`src/rtl/core/hcsg_pkg.sv`:
```
// Shared types, constants and tables of the Hilbert curve segment generator.
// Holds the microcode store, the phase dispatch and the nine-entry color table.
// No dependencies.
package hcsg_pkg;

	localparam int MAX_DEPTH  = 12;
	localparam int COORD_BITS = 12;
	localparam int LVL_BITS   = $clog2(MAX_DEPTH + 1);
	localparam int IDX_BITS   = (MAX_DEPTH > 1) ? $clog2(MAX_DEPTH) : 1;
	localparam int HEAD_BITS  = 6;
	localparam int PH_BITS    = 3;
	localparam int UPC_BITS   = 3;
	localparam int CFG_IDX_BITS = 2;
	localparam int CFG_BITS   = 12;

	localparam logic [HEAD_BITS-1:0] HEAD_MOD   = HEAD_BITS'(36);
	localparam logic [HEAD_BITS-1:0] HEAD_START = HEAD_BITS'(28);

	// Configuration register indexes.
	localparam logic [CFG_IDX_BITS-1:0] CFG_DEPTH   = 2'd0;
	localparam logic [CFG_IDX_BITS-1:0] CFG_STEP    = 2'd1;
	localparam logic [CFG_IDX_BITS-1:0] CFG_START_X = 2'd2;
	localparam logic [CFG_IDX_BITS-1:0] CFG_START_Y = 2'd3;

	// Frame phases.
	localparam logic [PH_BITS-1:0] PH_ENTER  = 3'd0;
	localparam logic [PH_BITS-1:0] PH_FIRST  = 3'd1;
	localparam logic [PH_BITS-1:0] PH_SECOND = 3'd2;
	localparam logic [PH_BITS-1:0] PH_THIRD  = 3'd3;
	localparam logic [PH_BITS-1:0] PH_EXIT   = 3'd4;

	// Microcode addresses.
	localparam logic [UPC_BITS-1:0] UA_FETCH   = 3'd0;
	localparam logic [UPC_BITS-1:0] UA_P0      = 3'd1;
	localparam logic [UPC_BITS-1:0] UA_P1      = 3'd2;
	localparam logic [UPC_BITS-1:0] UA_P2      = 3'd3;
	localparam logic [UPC_BITS-1:0] UA_P3_TURN = 3'd4;
	localparam logic [UPC_BITS-1:0] UA_P3_DRAW = 3'd5;
	localparam logic [UPC_BITS-1:0] UA_P4      = 3'd6;

	// Sequencing codes of a control word.
	localparam logic [1:0] J_END      = 2'd0;
	localparam logic [1:0] J_NEXT     = 2'd1;
	localparam logic [1:0] J_DISPATCH = 2'd2;

	typedef struct packed {
		logic                turn_en;
		logic                turn_inv;
		logic                draw_en;
		logic                phase_wr;
		logic [PH_BITS-1:0]  phase_val;
		logic                push_en;
		logic                push_inv;
		logic                pop_en;
		logic [1:0]          jump;
		logic [UPC_BITS-1:0] nxt_addr;
	} uword_t;

	typedef struct packed {
		logic   go;
		logic   set_done;
		uword_t uw;
	} ctrl_t;

	typedef struct packed {
		logic               start;
		logic               level_zero;
		logic [PH_BITS-1:0] phase;
		logic               out_free;
	} stat_t;

	typedef struct packed {
		logic [7:0] r;
		logic [7:0] g;
		logic [7:0] b;
	} rgb_t;

	// The microprogram. Drawing steps read the heading before any turn in the same step.
	function automatic uword_t ucode(input logic [UPC_BITS-1:0] addr);
		uword_t w;
		w = '0;
		unique case (addr)
			UA_FETCH: begin
				w.jump = J_DISPATCH;
			end
			UA_P0: begin
				w.turn_en = 1'b1;
				w.phase_wr = 1'b1; w.phase_val = PH_FIRST;
				w.push_en = 1'b1; w.push_inv = 1'b1;
				w.jump = J_NEXT; w.nxt_addr = UA_FETCH;
			end
			UA_P1: begin
				w.draw_en = 1'b1;
				w.turn_en = 1'b1; w.turn_inv = 1'b1;
				w.phase_wr = 1'b1; w.phase_val = PH_SECOND;
				w.push_en = 1'b1;
				w.jump = J_END;
			end
			UA_P2: begin
				w.draw_en = 1'b1;
				w.phase_wr = 1'b1; w.phase_val = PH_THIRD;
				w.push_en = 1'b1;
				w.jump = J_END;
			end
			UA_P3_TURN: begin
				w.turn_en = 1'b1; w.turn_inv = 1'b1;
				w.jump = J_NEXT; w.nxt_addr = UA_P3_DRAW;
			end
			UA_P3_DRAW: begin
				w.draw_en = 1'b1;
				w.phase_wr = 1'b1; w.phase_val = PH_EXIT;
				w.push_en = 1'b1; w.push_inv = 1'b1;
				w.jump = J_END;
			end
			UA_P4: begin
				w.turn_en = 1'b1;
				w.pop_en = 1'b1;
				w.jump = J_NEXT; w.nxt_addr = UA_FETCH;
			end
			default: begin
				w.jump = J_END;
			end
		endcase
		return w;
	endfunction

	function automatic logic [UPC_BITS-1:0] dispatch(input logic [PH_BITS-1:0] ph);
		logic [UPC_BITS-1:0] a;
		unique case (ph)
			PH_ENTER:  a = UA_P0;
			PH_FIRST:  a = UA_P1;
			PH_SECOND: a = UA_P2;
			PH_THIRD:  a = UA_P3_TURN;
			default:   a = UA_P4;
		endcase
		return a;
	endfunction

	// Color at heading mod 9, reduced by two compare-and-subtract steps.
	function automatic rgb_t head_color(input logic [HEAD_BITS-1:0] h);
		logic [HEAD_BITS-1:0] c;
		rgb_t o;
		c = h;
		if (c >= HEAD_BITS'(18)) c = c - HEAD_BITS'(18);
		if (c >= HEAD_BITS'(9))  c = c - HEAD_BITS'(9);
		case (c[3:0])
			4'd0:    o = '{r: 8'd0,   g: 8'd255, b: 8'd0};
			4'd1:    o = '{r: 8'd85,  g: 8'd170, b: 8'd0};
			4'd2:    o = '{r: 8'd170, g: 8'd85,  b: 8'd0};
			4'd3:    o = '{r: 8'd255, g: 8'd0,   b: 8'd0};
			4'd4:    o = '{r: 8'd170, g: 8'd0,   b: 8'd85};
			4'd5:    o = '{r: 8'd85,  g: 8'd0,   b: 8'd170};
			4'd6:    o = '{r: 8'd0,   g: 8'd0,   b: 8'd255};
			4'd7:    o = '{r: 8'd0,   g: 8'd85,  b: 8'd170};
			default: o = '{r: 8'd0,   g: 8'd170, b: 8'd85};
		endcase
		return o;
	endfunction

endpackage

```
`src/rtl/core/hilbert_curve_segment_generator_core.sv`:
```
// Top level of the Hilbert curve segment generator: configuration registers,
// pen and frame-stack datapath, output register. Depends on hcsg_pkg and hcsg_sequencer.
//
// Usage. Configuration is written through cfg_we/cfg_index/cfg_data while the block
// is idle: index 0 curve depth, 1 step length, 2 start x, 3 start y. Requests arrive
// on in_valid/in_ready with one field, restart. A request with restart high loads the
// pen from start x/y, sets the heading count to 28 and latches the depth (saturated to
// the stack depth); it produces no segment and completes in the cycle it is accepted.
// A request with restart low walks the frame stack to the next segment and presents it
// on out_valid/out_ready together with its color and a final_segment mark.
// Once the curve is finished, requests produce nothing.
// Timing: the sequencer executes one microcode step per cycle unless a drawing step
// stalls on the output register. A request begins by fetching the top frame; a descent
// runs the enter step and fetches again, an unwind the exit step and a fetch, a first
// or second segment a single drawing step and a third a turn step then a drawing step.
// How long a segment request keeps the sequencer busy is set by the number of levels
// the frame stack moves; the first request after a restart descends the whole depth
// and is the longest. The next request is accepted once the sequencer is idle again.
// Segments are held in an output register, so the next request is accepted while a
// result waits; if the receiver stalls, the sequencer holds in its drawing step until
// the output register frees up. Reset leaves the curve finished, the depth and step
// at one and the start at the origin; a restart is required before drawing.
module hilbert_curve_segment_generator_core (
	input  logic                                clk,
	input  logic                                arst_n,
	input  logic                                cfg_we,
	input  logic [hcsg_pkg::CFG_IDX_BITS-1:0]   cfg_index,
	input  logic [hcsg_pkg::CFG_BITS-1:0]       cfg_data,
	input  logic                                in_valid,
	output logic                                in_ready,
	input  logic                                restart,
	output logic                                out_valid,
	input  logic                                out_ready,
	output logic [hcsg_pkg::COORD_BITS-1:0]     from_x,
	output logic [hcsg_pkg::COORD_BITS-1:0]     from_y,
	output logic [hcsg_pkg::COORD_BITS-1:0]     to_x,
	output logic [hcsg_pkg::COORD_BITS-1:0]     to_y,
	output logic [7:0]                          red,
	output logic [7:0]                          green,
	output logic [7:0]                          blue,
	output logic                                final_segment
);

	localparam int LB = hcsg_pkg::LVL_BITS;
	localparam int CB = hcsg_pkg::COORD_BITS;
	localparam int HB = hcsg_pkg::HEAD_BITS;
	localparam int PB = hcsg_pkg::PH_BITS;

	// Configuration registers.
	logic [3:0]    depth_q;
	logic [11:0]   step_q;
	logic [11:0]   start_x_q;
	logic [11:0]   start_y_q;

	// Curve state.
	logic [CB-1:0] pen_x_q, pen_y_q;
	logic [HB-1:0] head_q;
	logic [LB-1:0] level_q;
	logic [LB-1:0] run_depth_q;
	logic [LB-1:0] open_q;       // frames on the stack not yet in their exit phase
	logic          done_q;
	logic [PB:0]   stack_q [hcsg_pkg::MAX_DEPTH];

	// Output register.
	logic          out_valid_q;
	logic [CB-1:0] from_x_q, from_y_q, to_x_q, to_y_q;
	hcsg_pkg::rgb_t color_q;
	logic          final_q;

	hcsg_pkg::ctrl_t ctrl;
	hcsg_pkg::stat_t stat;
	logic            busy;

	logic                          in_acc, do_restart;
	logic [hcsg_pkg::IDX_BITS-1:0] top_idx, push_idx;
	logic                          top_kind;
	logic [PB-1:0]                 top_phase;
	logic                          turn_up, push_kind, can_push, do_push, do_close;
	logic [HB-1:0]                 head_inc, head_dec;
	logic [CB-1:0]                 step_c, to_x_c, to_y_c;
	logic [LB-1:0]                 open_next;
	logic [LB-1:0]                 depth_sat;
	logic                          out_free, load_out;

	assign in_ready   = !busy;
	assign in_acc     = in_valid && in_ready;
	assign do_restart = in_acc && restart;

	assign top_idx   = (level_q == '0) ? '0 : hcsg_pkg::IDX_BITS'(level_q - LB'(1));
	assign push_idx  = hcsg_pkg::IDX_BITS'(level_q);
	assign top_kind  = stack_q[top_idx][PB];
	assign top_phase = stack_q[top_idx][PB-1:0];

	assign turn_up   = top_kind ^ ctrl.uw.turn_inv;
	assign push_kind = top_kind ^ ctrl.uw.push_inv;
	assign can_push  = level_q < run_depth_q;
	assign do_push   = ctrl.go && ctrl.uw.push_en && can_push;
	assign do_close  = ctrl.go && ctrl.uw.phase_wr && (ctrl.uw.phase_val == hcsg_pkg::PH_EXIT);

	assign head_inc = (head_q == hcsg_pkg::HEAD_MOD - HB'(1)) ? '0 : head_q + HB'(1);
	assign head_dec = (head_q == '0) ? hcsg_pkg::HEAD_MOD - HB'(1) : head_q - HB'(1);

	// Segment end point; direction is the heading count modulo four.
	assign step_c = CB'(step_q);
	always_comb begin
		to_x_c = pen_x_q;
		to_y_c = pen_y_q;
		case (head_q[1:0])
			2'd0:    to_x_c = pen_x_q + step_c;
			2'd1:    to_y_c = pen_y_q - step_c;
			2'd2:    to_x_c = pen_x_q - step_c;
			default: to_y_c = pen_y_q + step_c;
		endcase
	end

	// The last segment is the one after which every remaining frame is in its exit phase.
	assign open_next = open_q + LB'(do_push) - LB'(do_close);

	assign depth_sat = (5'(depth_q) > 5'(hcsg_pkg::MAX_DEPTH)) ?
		LB'(hcsg_pkg::MAX_DEPTH) : LB'(depth_q);

	assign out_free = !out_valid_q || out_ready;
	assign load_out = ctrl.go && ctrl.uw.draw_en;

	assign stat.start      = in_acc && !restart && !done_q;
	assign stat.level_zero = (level_q == '0);
	assign stat.phase      = top_phase;
	assign stat.out_free   = out_free;

	hcsg_sequencer u_seq (
		.clk    (clk),
		.arst_n (arst_n),
		.stat   (stat),
		.ctrl   (ctrl),
		.busy   (busy)
	);

	// Configuration writes.
	always_ff @(posedge clk or negedge arst_n) begin
		if (!arst_n) begin
			depth_q   <= 4'd1;
			step_q    <= 12'd1;
			start_x_q <= '0;
			start_y_q <= '0;
		end else if (cfg_we) begin
			case (cfg_index)
				hcsg_pkg::CFG_DEPTH:   depth_q   <= cfg_data[3:0];
				hcsg_pkg::CFG_STEP:    step_q    <= cfg_data[11:0];
				hcsg_pkg::CFG_START_X: start_x_q <= cfg_data[11:0];
				default:               start_y_q <= cfg_data[11:0];
			endcase
		end
	end

	// Pen, heading and stack control.
	always_ff @(posedge clk or negedge arst_n) begin
		if (!arst_n) begin
			pen_x_q     <= '0;
			pen_y_q     <= '0;
			head_q      <= hcsg_pkg::HEAD_START;
			level_q     <= '0;
			run_depth_q <= '0;
			open_q      <= '0;
			done_q      <= 1'b1;
		end else if (do_restart) begin
			pen_x_q     <= CB'(start_x_q);
			pen_y_q     <= CB'(start_y_q);
			head_q      <= hcsg_pkg::HEAD_START;
			run_depth_q <= depth_sat;
			done_q      <= (depth_sat == '0);
			level_q     <= (depth_sat == '0) ? '0 : LB'(1);
			open_q      <= (depth_sat == '0) ? '0 : LB'(1);
		end else begin
			if (ctrl.set_done) done_q <= 1'b1;
			if (ctrl.go && ctrl.uw.turn_en) head_q <= turn_up ? head_inc : head_dec;
			if (load_out) begin
				pen_x_q <= to_x_c;
				pen_y_q <= to_y_c;
			end
			if (do_push) level_q <= level_q + LB'(1);
			else if (ctrl.go && ctrl.uw.pop_en) level_q <= level_q - LB'(1);
			open_q <= open_next;
		end
	end

	// Frame stack: kind in the top bit, phase below. No reset; entries are written
	// before they are read.
	always_ff @(posedge clk) begin
		if (do_restart && depth_sat != '0) begin
			stack_q[0] <= '0;
		end else begin
			if (ctrl.go && ctrl.uw.phase_wr) stack_q[top_idx] <= {top_kind, ctrl.uw.phase_val};
			if (do_push) stack_q[push_idx] <= {push_kind, hcsg_pkg::PH_ENTER};
		end
	end

	// Output register.
	always_ff @(posedge clk or negedge arst_n) begin
		if (!arst_n) begin
			out_valid_q <= 1'b0;
		end else if (load_out) begin
			out_valid_q <= 1'b1;
		end else if (out_ready) begin
			out_valid_q <= 1'b0;
		end
	end

	always_ff @(posedge clk) begin
		if (load_out) begin
			from_x_q <= pen_x_q;
			from_y_q <= pen_y_q;
			to_x_q   <= to_x_c;
			to_y_q   <= to_y_c;
			color_q  <= hcsg_pkg::head_color(head_q);
			final_q  <= (open_next == '0);
		end
	end

	assign out_valid     = out_valid_q;
	assign from_x        = from_x_q;
	assign from_y        = from_y_q;
	assign to_x          = to_x_q;
	assign to_y          = to_y_q;
	assign red           = color_q.r;
	assign green         = color_q.g;
	assign blue          = color_q.b;
	assign final_segment = final_q;

	a_level_bound: assert property (@(posedge clk) disable iff (!arst_n)
		level_q <= run_depth_q)
		else $error("frame stack deeper than the latched depth");

	a_open_bound: assert property (@(posedge clk) disable iff (!arst_n)
		open_q <= level_q)
		else $error("open frame count exceeds stack level");

	a_out_hold: assert property (@(posedge clk) disable iff (!arst_n)
		(out_valid_q && !out_ready) |=> (out_valid_q &&
		$stable({from_x_q, from_y_q, to_x_q, to_y_q, color_q, final_q})))
		else $error("waiting segment changed before it was taken");

endmodule

```
`src/rtl/core/hcsg_sequencer.sv`:
```
// Microcode sequencer of the Hilbert curve segment generator: step counter,
// control store lookup and phase dispatch. Depends on hcsg_pkg.
module hcsg_sequencer (
	input  logic           clk,
	input  logic           arst_n,
	input  hcsg_pkg::stat_t stat,
	output hcsg_pkg::ctrl_t ctrl,
	output logic           busy
);

	logic                          busy_q;
	logic [hcsg_pkg::UPC_BITS-1:0] upc_q;
	hcsg_pkg::uword_t              uw;
	logic                          go;

	assign uw   = hcsg_pkg::ucode(upc_q);
	// A drawing step waits until the output register can take its segment.
	assign go   = busy_q && !(uw.draw_en && !stat.out_free);
	assign busy = busy_q;

	assign ctrl.go       = go;
	assign ctrl.uw       = uw;
	assign ctrl.set_done = go && (uw.jump == hcsg_pkg::J_DISPATCH) && stat.level_zero;

	always_ff @(posedge clk or negedge arst_n) begin
		if (!arst_n) begin
			busy_q <= 1'b0;
			upc_q  <= hcsg_pkg::UA_FETCH;
		end else if (!busy_q) begin
			if (stat.start) begin
				busy_q <= 1'b1;
				upc_q  <= hcsg_pkg::UA_FETCH;
			end
		end else if (go) begin
			unique case (uw.jump)
				hcsg_pkg::J_NEXT: begin
					upc_q <= uw.nxt_addr;
				end
				hcsg_pkg::J_DISPATCH: begin
					if (stat.level_zero) busy_q <= 1'b0;
					else upc_q <= hcsg_pkg::dispatch(stat.phase);
				end
				default: begin
					busy_q <= 1'b0;
				end
			endcase
		end
	end

	a_stall_holds: assert property (@(posedge clk) disable iff (!arst_n)
		(busy_q && !go) |=> (busy_q && $stable(upc_q)))
		else $error("sequencer moved while stalled");

	a_upc_range: assert property (@(posedge clk) disable iff (!arst_n)
		busy_q |-> (upc_q <= hcsg_pkg::UA_P4))
		else $error("step counter outside the program");

	a_end_idles: assert property (@(posedge clk) disable iff (!arst_n)
		(go && uw.jump == hcsg_pkg::J_END) |=> !busy_q)
		else $error("sequencer did not return to idle after a drawing step");

endmodule
```
`config.mk`:
```
export PLATFORM = sky130hd
export DESIGN_NAME = hilbert_curve_segment_generator_core
export DESIGN_NICKNAME = d
export VERILOG_FILES = /design/src/rtl/core/hcsg_pkg.sv /design/src/rtl/core/hilbert_curve_segment_generator_core.sv /design/src/rtl/core/hcsg_sequencer.sv
export SDC_FILE = /design/constraint.sdc
export NUM_CORES = 1
export LEC_CHECK = 0
export ABC_AREA = 1
export BUFFER_PORTS_ARGS = -buffer_cell sky130_fd_sc_hd__buf_4
export CAP_MARGIN = 25
export CORE_MARGIN = 4
export CORE_UTILIZATION = 53
export DETAILED_ROUTE_END_ITERATION = 6
export PLACE_DENSITY_LB_ADDON = 0.3
export SYNTH_ARGS = -nofsm -noshare
export SYNTH_HDL_FRONTEND = slang
export SYNTH_SLANG_ARGS = --single-unit
```
`constraint.sdc`:
```
create_clock -name clk -period 6.6 [get_ports clk]
set_input_delay 0.33 -clock clk [delete_from_list [all_inputs] [get_ports clk]]
set_output_delay 0.33 -clock clk [all_outputs]
set_load 0.03 [all_outputs]
```
# Word-level counts from Yosys, hierarchy flattened
# Memory sizes are Yosys's and may differ from the RTL's. A register that Yosys moved wholly into a read port is not among the register bits.
# Index checks and enable logic that the tools add are counted.
# totals
ram_bits	48
memories	2
output_inout_bits	75
in_bits	20
reg_bits	137
romBits	192
# op_classes
n_lt_le_gt_ge	4
n_mux	56
reduce_logical	51
n_addsub	12
bitwise	3
eq_ne	20
# memory_table
memory	depth	word_bits	read_ports	rd_ports_with_merged_regs	wr	line_no	source
(name not given)	8	24	1	1	0	hcsg_pkg.sv:146	case (c[3:0])
stack_q	12	4	1	0	2	hilbert_curve_segment_generator_core.sv:62	logic [PB:0] stack_q [hcsg_pkg::MAX_DEPTH];
# op_table
cell	count
12-bit 2-to-1 mux	4
12-bit case mux with 2 select lines	2
6-bit 2-to-1 mux	7
4-bit 2-to-1 mux	10
12-bit adder	2
12-bit subtractor	2
1-bit 2-to-1 mux	23
5-bit case mux with 4 select lines	1
1-bit logical AND	16
3-bit 2-to-1 mux	5
3-bit by 2-bit == test with 1-bit output (second input constant)	4
3-bit == test (second input constant)	4
4-bit zero test	3
3-bit case mux with 4 select lines	1
2-bit nonzero test	5
3-bit OR reduction	3
2-bit AND reduction	4
4-bit OR reduction	2
6-bit by 1-bit adder with 6-bit output (second input constant)	1
2-bit by 1-bit == test with 1-bit output (second input constant)	3
2-bit == test (second input constant)	3
3-bit by 1-bit == test with 1-bit output (second input constant)	2
6-bit == test (second input constant)	1
6-bit by 4-bit >= comparator with 1-bit output (second input constant)	1
other kinds (26)	37

# Logic depth before layout (Yosys ltp)
# depth
word_depth	12
mapped_depth	20
mapped_depth_nobuf	20

# Cells and area by module
# A second synthesis with hierarchy kept.
# unflattened
hier_cells	1402
area_unflattened_um2	10958.0
# by_module_without_submodules
mod	cells_per_inst	area_each_um2	n_inst
hilbert_curve_segment_generator_core	1325	10510.1	1
hcsg_sequencer	77	447.9	1

# Worst setup path after synthesis
# Ideal clock, no wire load.
# synth_path
path_type	reg-to-reg
startpoint	register head_q[0]
endpoint	register to_x_q[9], in the netlist to_x[9] (data pin)
synth_period_minus_slack_ns	2.993
setup_ns	0.255
arrival_ns	2.738
t_required_ns	6.345
setup_slack_ns	3.607
stages_incl_launch_ff	16
path_buffers	2
cell_sequence	dfrtp_1 -> inv_1 -> ha_1 -> clkbuf_1 -> inv_1 -> clkbuf_1 -> nand2_1 -> o21ai_0 -> ha_1 -> a21oi_1 -> o21ai_0 -> a21o_1 -> a21oi_1 -> or2_2 -> nand3_1 -> and2_1
# synth_via
elab_chain_cells	2
# synth_lines
element	line_no	source
start, declared	hilbert_curve_segment_generator_core.sv:57	logic [HB-1:0] head_q;
start signal, assigned	hilbert_curve_segment_generator_core.sv:160	head_q <= hcsg_pkg::HEAD_START;
start signal, assigned	hilbert_curve_segment_generator_core.sv:168	head_q <= hcsg_pkg::HEAD_START;
start signal, assigned	hilbert_curve_segment_generator_core.sv:175	if (ctrl.go && ctrl.uw.turn_en) head_q <= turn_up ? head_inc : head_dec;
2-bit == test / 2-bit zero test (equally long branches)	hilbert_curve_segment_generator_core.sv:108	case (head_q[1:0])
12-bit case mux with 2 select lines (*)	hilbert_curve_segment_generator_core.sv:108	
net to_x_c[9]	hilbert_curve_segment_generator_core.sv:80	logic [CB-1:0] step_c, to_x_c, to_y_c;
end signal, assigned	hilbert_curve_segment_generator_core.sv:212	to_x_q <= to_x_c;
end, declared	hilbert_curve_segment_generator_core.sv:66	logic [CB-1:0] from_x_q, from_y_q, to_x_q, to_y_q;
# Mark *: on every way through the listed nets, which the timed path passes. The rest lies on a longest branch.
# A chain may end at the register's enable or synchronous reset.

# Final worst setup path
# Same ends and word-level chain as after synthesis.

==> metrics <==
hold depth 2; width of the die 151 um; clk_skew 0.0155 ns; Final min period 3.42 ns; initial core utilization 0.546; max reg flops 48; grt total ovfl 0; Post-synth EDFFs 67; CORE AREA 19700 um2; DRC errors left 0; total track usage 0.233; Crit Path Class flip-flop to flip-flop; hold crit path type input pin to flip-flop; reg2reg path depth 12; CP delay by family, top adder cells; P per Cell Area 508 nW/um2; Starting DRT DRC Count 758; post-CTS setup buffer count 0; detailed placement HPWL 19.0 mm; Post-synth top flop dfrtp_1; vias per inst 5.39; first-pass GRT wire length 41.9 mm; Final Cell Area 12100 um2; reg-to-reg startpoint head_q[0]$_DFFE_PN0P_; Mapped Cells 1340; Pre-Repair DR Iteration Count 5; Antenna Nets Post-Route 0; Met1 Wirelength 10.9 mm; synthesized flop and latch total 191; final period utilization 0.517; Cell Area, Placed 11500 um2; Num CTS Buffers 17; Syn-to-layout area delta 12.7%; H-tree depth 4; P_leak 0.00576 uW; Clock Tree Root clkbuf_16; row cnt 51; CTS tree built; total wire length 25.6 mm; DR WL/cell 15.2 um; setup violators final 0; Met3 Routed Length 1.51 mm; Yosys Warn Count 0; VDD IR max 0.313 mV; Hold Startpoint out_ready; most frequent CP cell nand3_1; post-synthesis cell type count 48; CP startpoint kind flip-flop; CTS Buffer Depth 2; gpl congestion 0.953; Slew HR 0.426; synthesized area per cell 8.04 um2; Die Ht 151 um; number of fill cells 1731; clock-pin slew on the worst setup and hold paths 0.07 ns; largest net degree at the start of global routing 73; register area share after synthesis 0.459; Critical Path End Type flip-flop; CP Launch Point head_q[0]$_DFFE_PN0P_; worst-path fanout max 16; RSZ-0062 raised after global routing no; layout cells sized above 1 0.139; Peak Freq 0.293 GHz; Slew Viols, Final 0; Slowest Stage Delay on Critical Path 0.50 ns; Buf/Inv on CP 2; mapped cell area 10800 um2; Async S/R FF share, synth 0.461; crit path cell chain inv_1 -> ha_1 -> inv_1 -> o21ai_0 -> ha_1 -> nand3_1 -> nand3_1 -> a21o_1 -> a21oi_1 -> or2_2 -> nand3_1 -> and2_1; commonest non-fill, non-tap cell in the layout nand2_1; Die ar. 22700 um2; top routing layer used met4; Vias 9078; nets 1473; Most flops, register stack_q; clock latency on the worst-skew pair 0.45 ns; vias in the first global route 8514; Required @ worst endpoint 6.80 ns; PortBufs 94; Data arrival, critical path 3.62 ns; commonest non-fill, non-tap cells in the layout nand2_1 (325), o21ai_0 (153), inv_1 (147), nand3_1 (119), buf_4 (99); hold violation count in the final report 0; # IOs 95; Tightest Pin Transition 0.855 ns; critical path depth 12; CP max-delay cell dfrtp_1; Diodes inserted 0; Post-Syn Nets 1407; status finished clean; Max Cap Violations 0; Clock Sinks 191; met2 wire len 12.5 mm; initial antenna violation count 0; TNS Setup 0 ns
cell usage after synthesis, types with 9 or more instances:
| library cell | count | area (um2) |
|---|---|---|
| ha_1 | 44 | 551 |
| o211ai_1 | 15 | 113 |
| buf_2 | 9 | 45.0 |
| xor2_1 | 26 | 228 |
| nand2_2 | 12 | 75.1 |
| a21oi_1 | 58 | 290 |
| o21ai_0 | 153 | 766 |
| nand3_1 | 119 | 596 |
| nand2_1 | 325 | 1220 |
| clkbuf_1 | 19 | 71.3 |
| buf_4 | 22 | 165 |
| edfxtp_1 | 67 | 2010 |
| nor3_1 | 16 | 80.1 |
| xnor2_1 | 10 | 87.6 |
| inv_2 | 16 | 60.1 |
| nor2_1 | 74 | 278 |
| inv_1 | 147 | 552 |
| dfrtp_1 | 82 | 2050 |
| o22ai_1 | 9 | 56.3 |
| dfxtp_1 | 36 | 721 |
power by group:
group	leakage, uW	internal, uW	total [uW]	switching [uW]
combinational	0.00347	1090	3260	2170
clock	0.000293	556	1030	477
sequential	0.00200	1630	1870	245
total	0.00576	3280	6170	2890
kinds of logic (layout without fill, tap and decap cells):
family | count (synthesis) | count (layout) | synth area share
AO/OA/AOI/OAI | 255 | 255 | 0.127
multiplexers | 1 | 1 | 0.000930
flip-flops | 191 | 191 | 0.459
buffers and inverters | 219 | 298 | 0.0865
adder cells (fa/ha/maj) | 47 | 47 | 0.0567
AND/OR/NAND/NOR | 590 | 590 | 0.239
XOR/XNOR | 37 | 37 | 0.0308
stage by stage:
step / hold slack (ns) / total power [uW] / setup slack, ns / instances / util
floorplan: 0.0344 / 4380 / 3.61 / 1340 / -
global placement: 0.293 / 5030 / 3.27 / 1650 / 0.585
detailed placement: 0.293 / 5100 / 3.24 / 1650 / 0.585
CTS: 0.0976 / 6160 / 3.22 / 1683 / 0.615
global route: 0.108 / 6710 / 2.82 / 1684 / 0.616
finish: 0.110 / 6170 / 3.18 / 1684 / 0.616
timing repair:
action | 4_1_cts | 5_1_grt
endpoints found under the setup margin | 0 | 0
endpoints found under the hold margin | 29 | 0
hold buffers | 1 | 0
gates resized for setup | 0 | 0
metal layers:
| layer | up-vias | GRT usage |
|---|---|---|
| li1 | 4528 | - |
| met1 | 4179 | 0.296 |
| met2 | 312 | 0.399 |
| met3 | 59 | 0.0361 |
| met4 | 0 | 0.0919 |
| met5 | - | 0 |
final timing paths:
path / end / slack (ns)
max in group asynchronous: start_x_q[9]$_DFFE_PN0P_ / 5.12
min in group asynchronous: pen_y_q[2]$_DFFE_PN0P_ / 0.37
worst min-delay path: out_valid$_DFFE_PN0P_ / 0.11
worst min register to register: stack_q[4][0]$_SDFFE_PP0P_ / 0.46
worst max-delay path: to_x[9]$_DFFE_PP_ / 3.18
worst max register to register: to_x[9]$_DFFE_PP_ / 3.18
cell type report:
class                   count  area (um2)  area share
clock buffers              18         450      0.0371
multi-input cells         930        4890       0.403
repair buffers            100         753      0.0620
flip-flops and latches    191        4940       0.407
inverters                 166         623      0.0513
clock inverters            14         144      0.0119
well taps                 265         332      0.0273
Note: power is estimated with default switching activity, not from simulation.
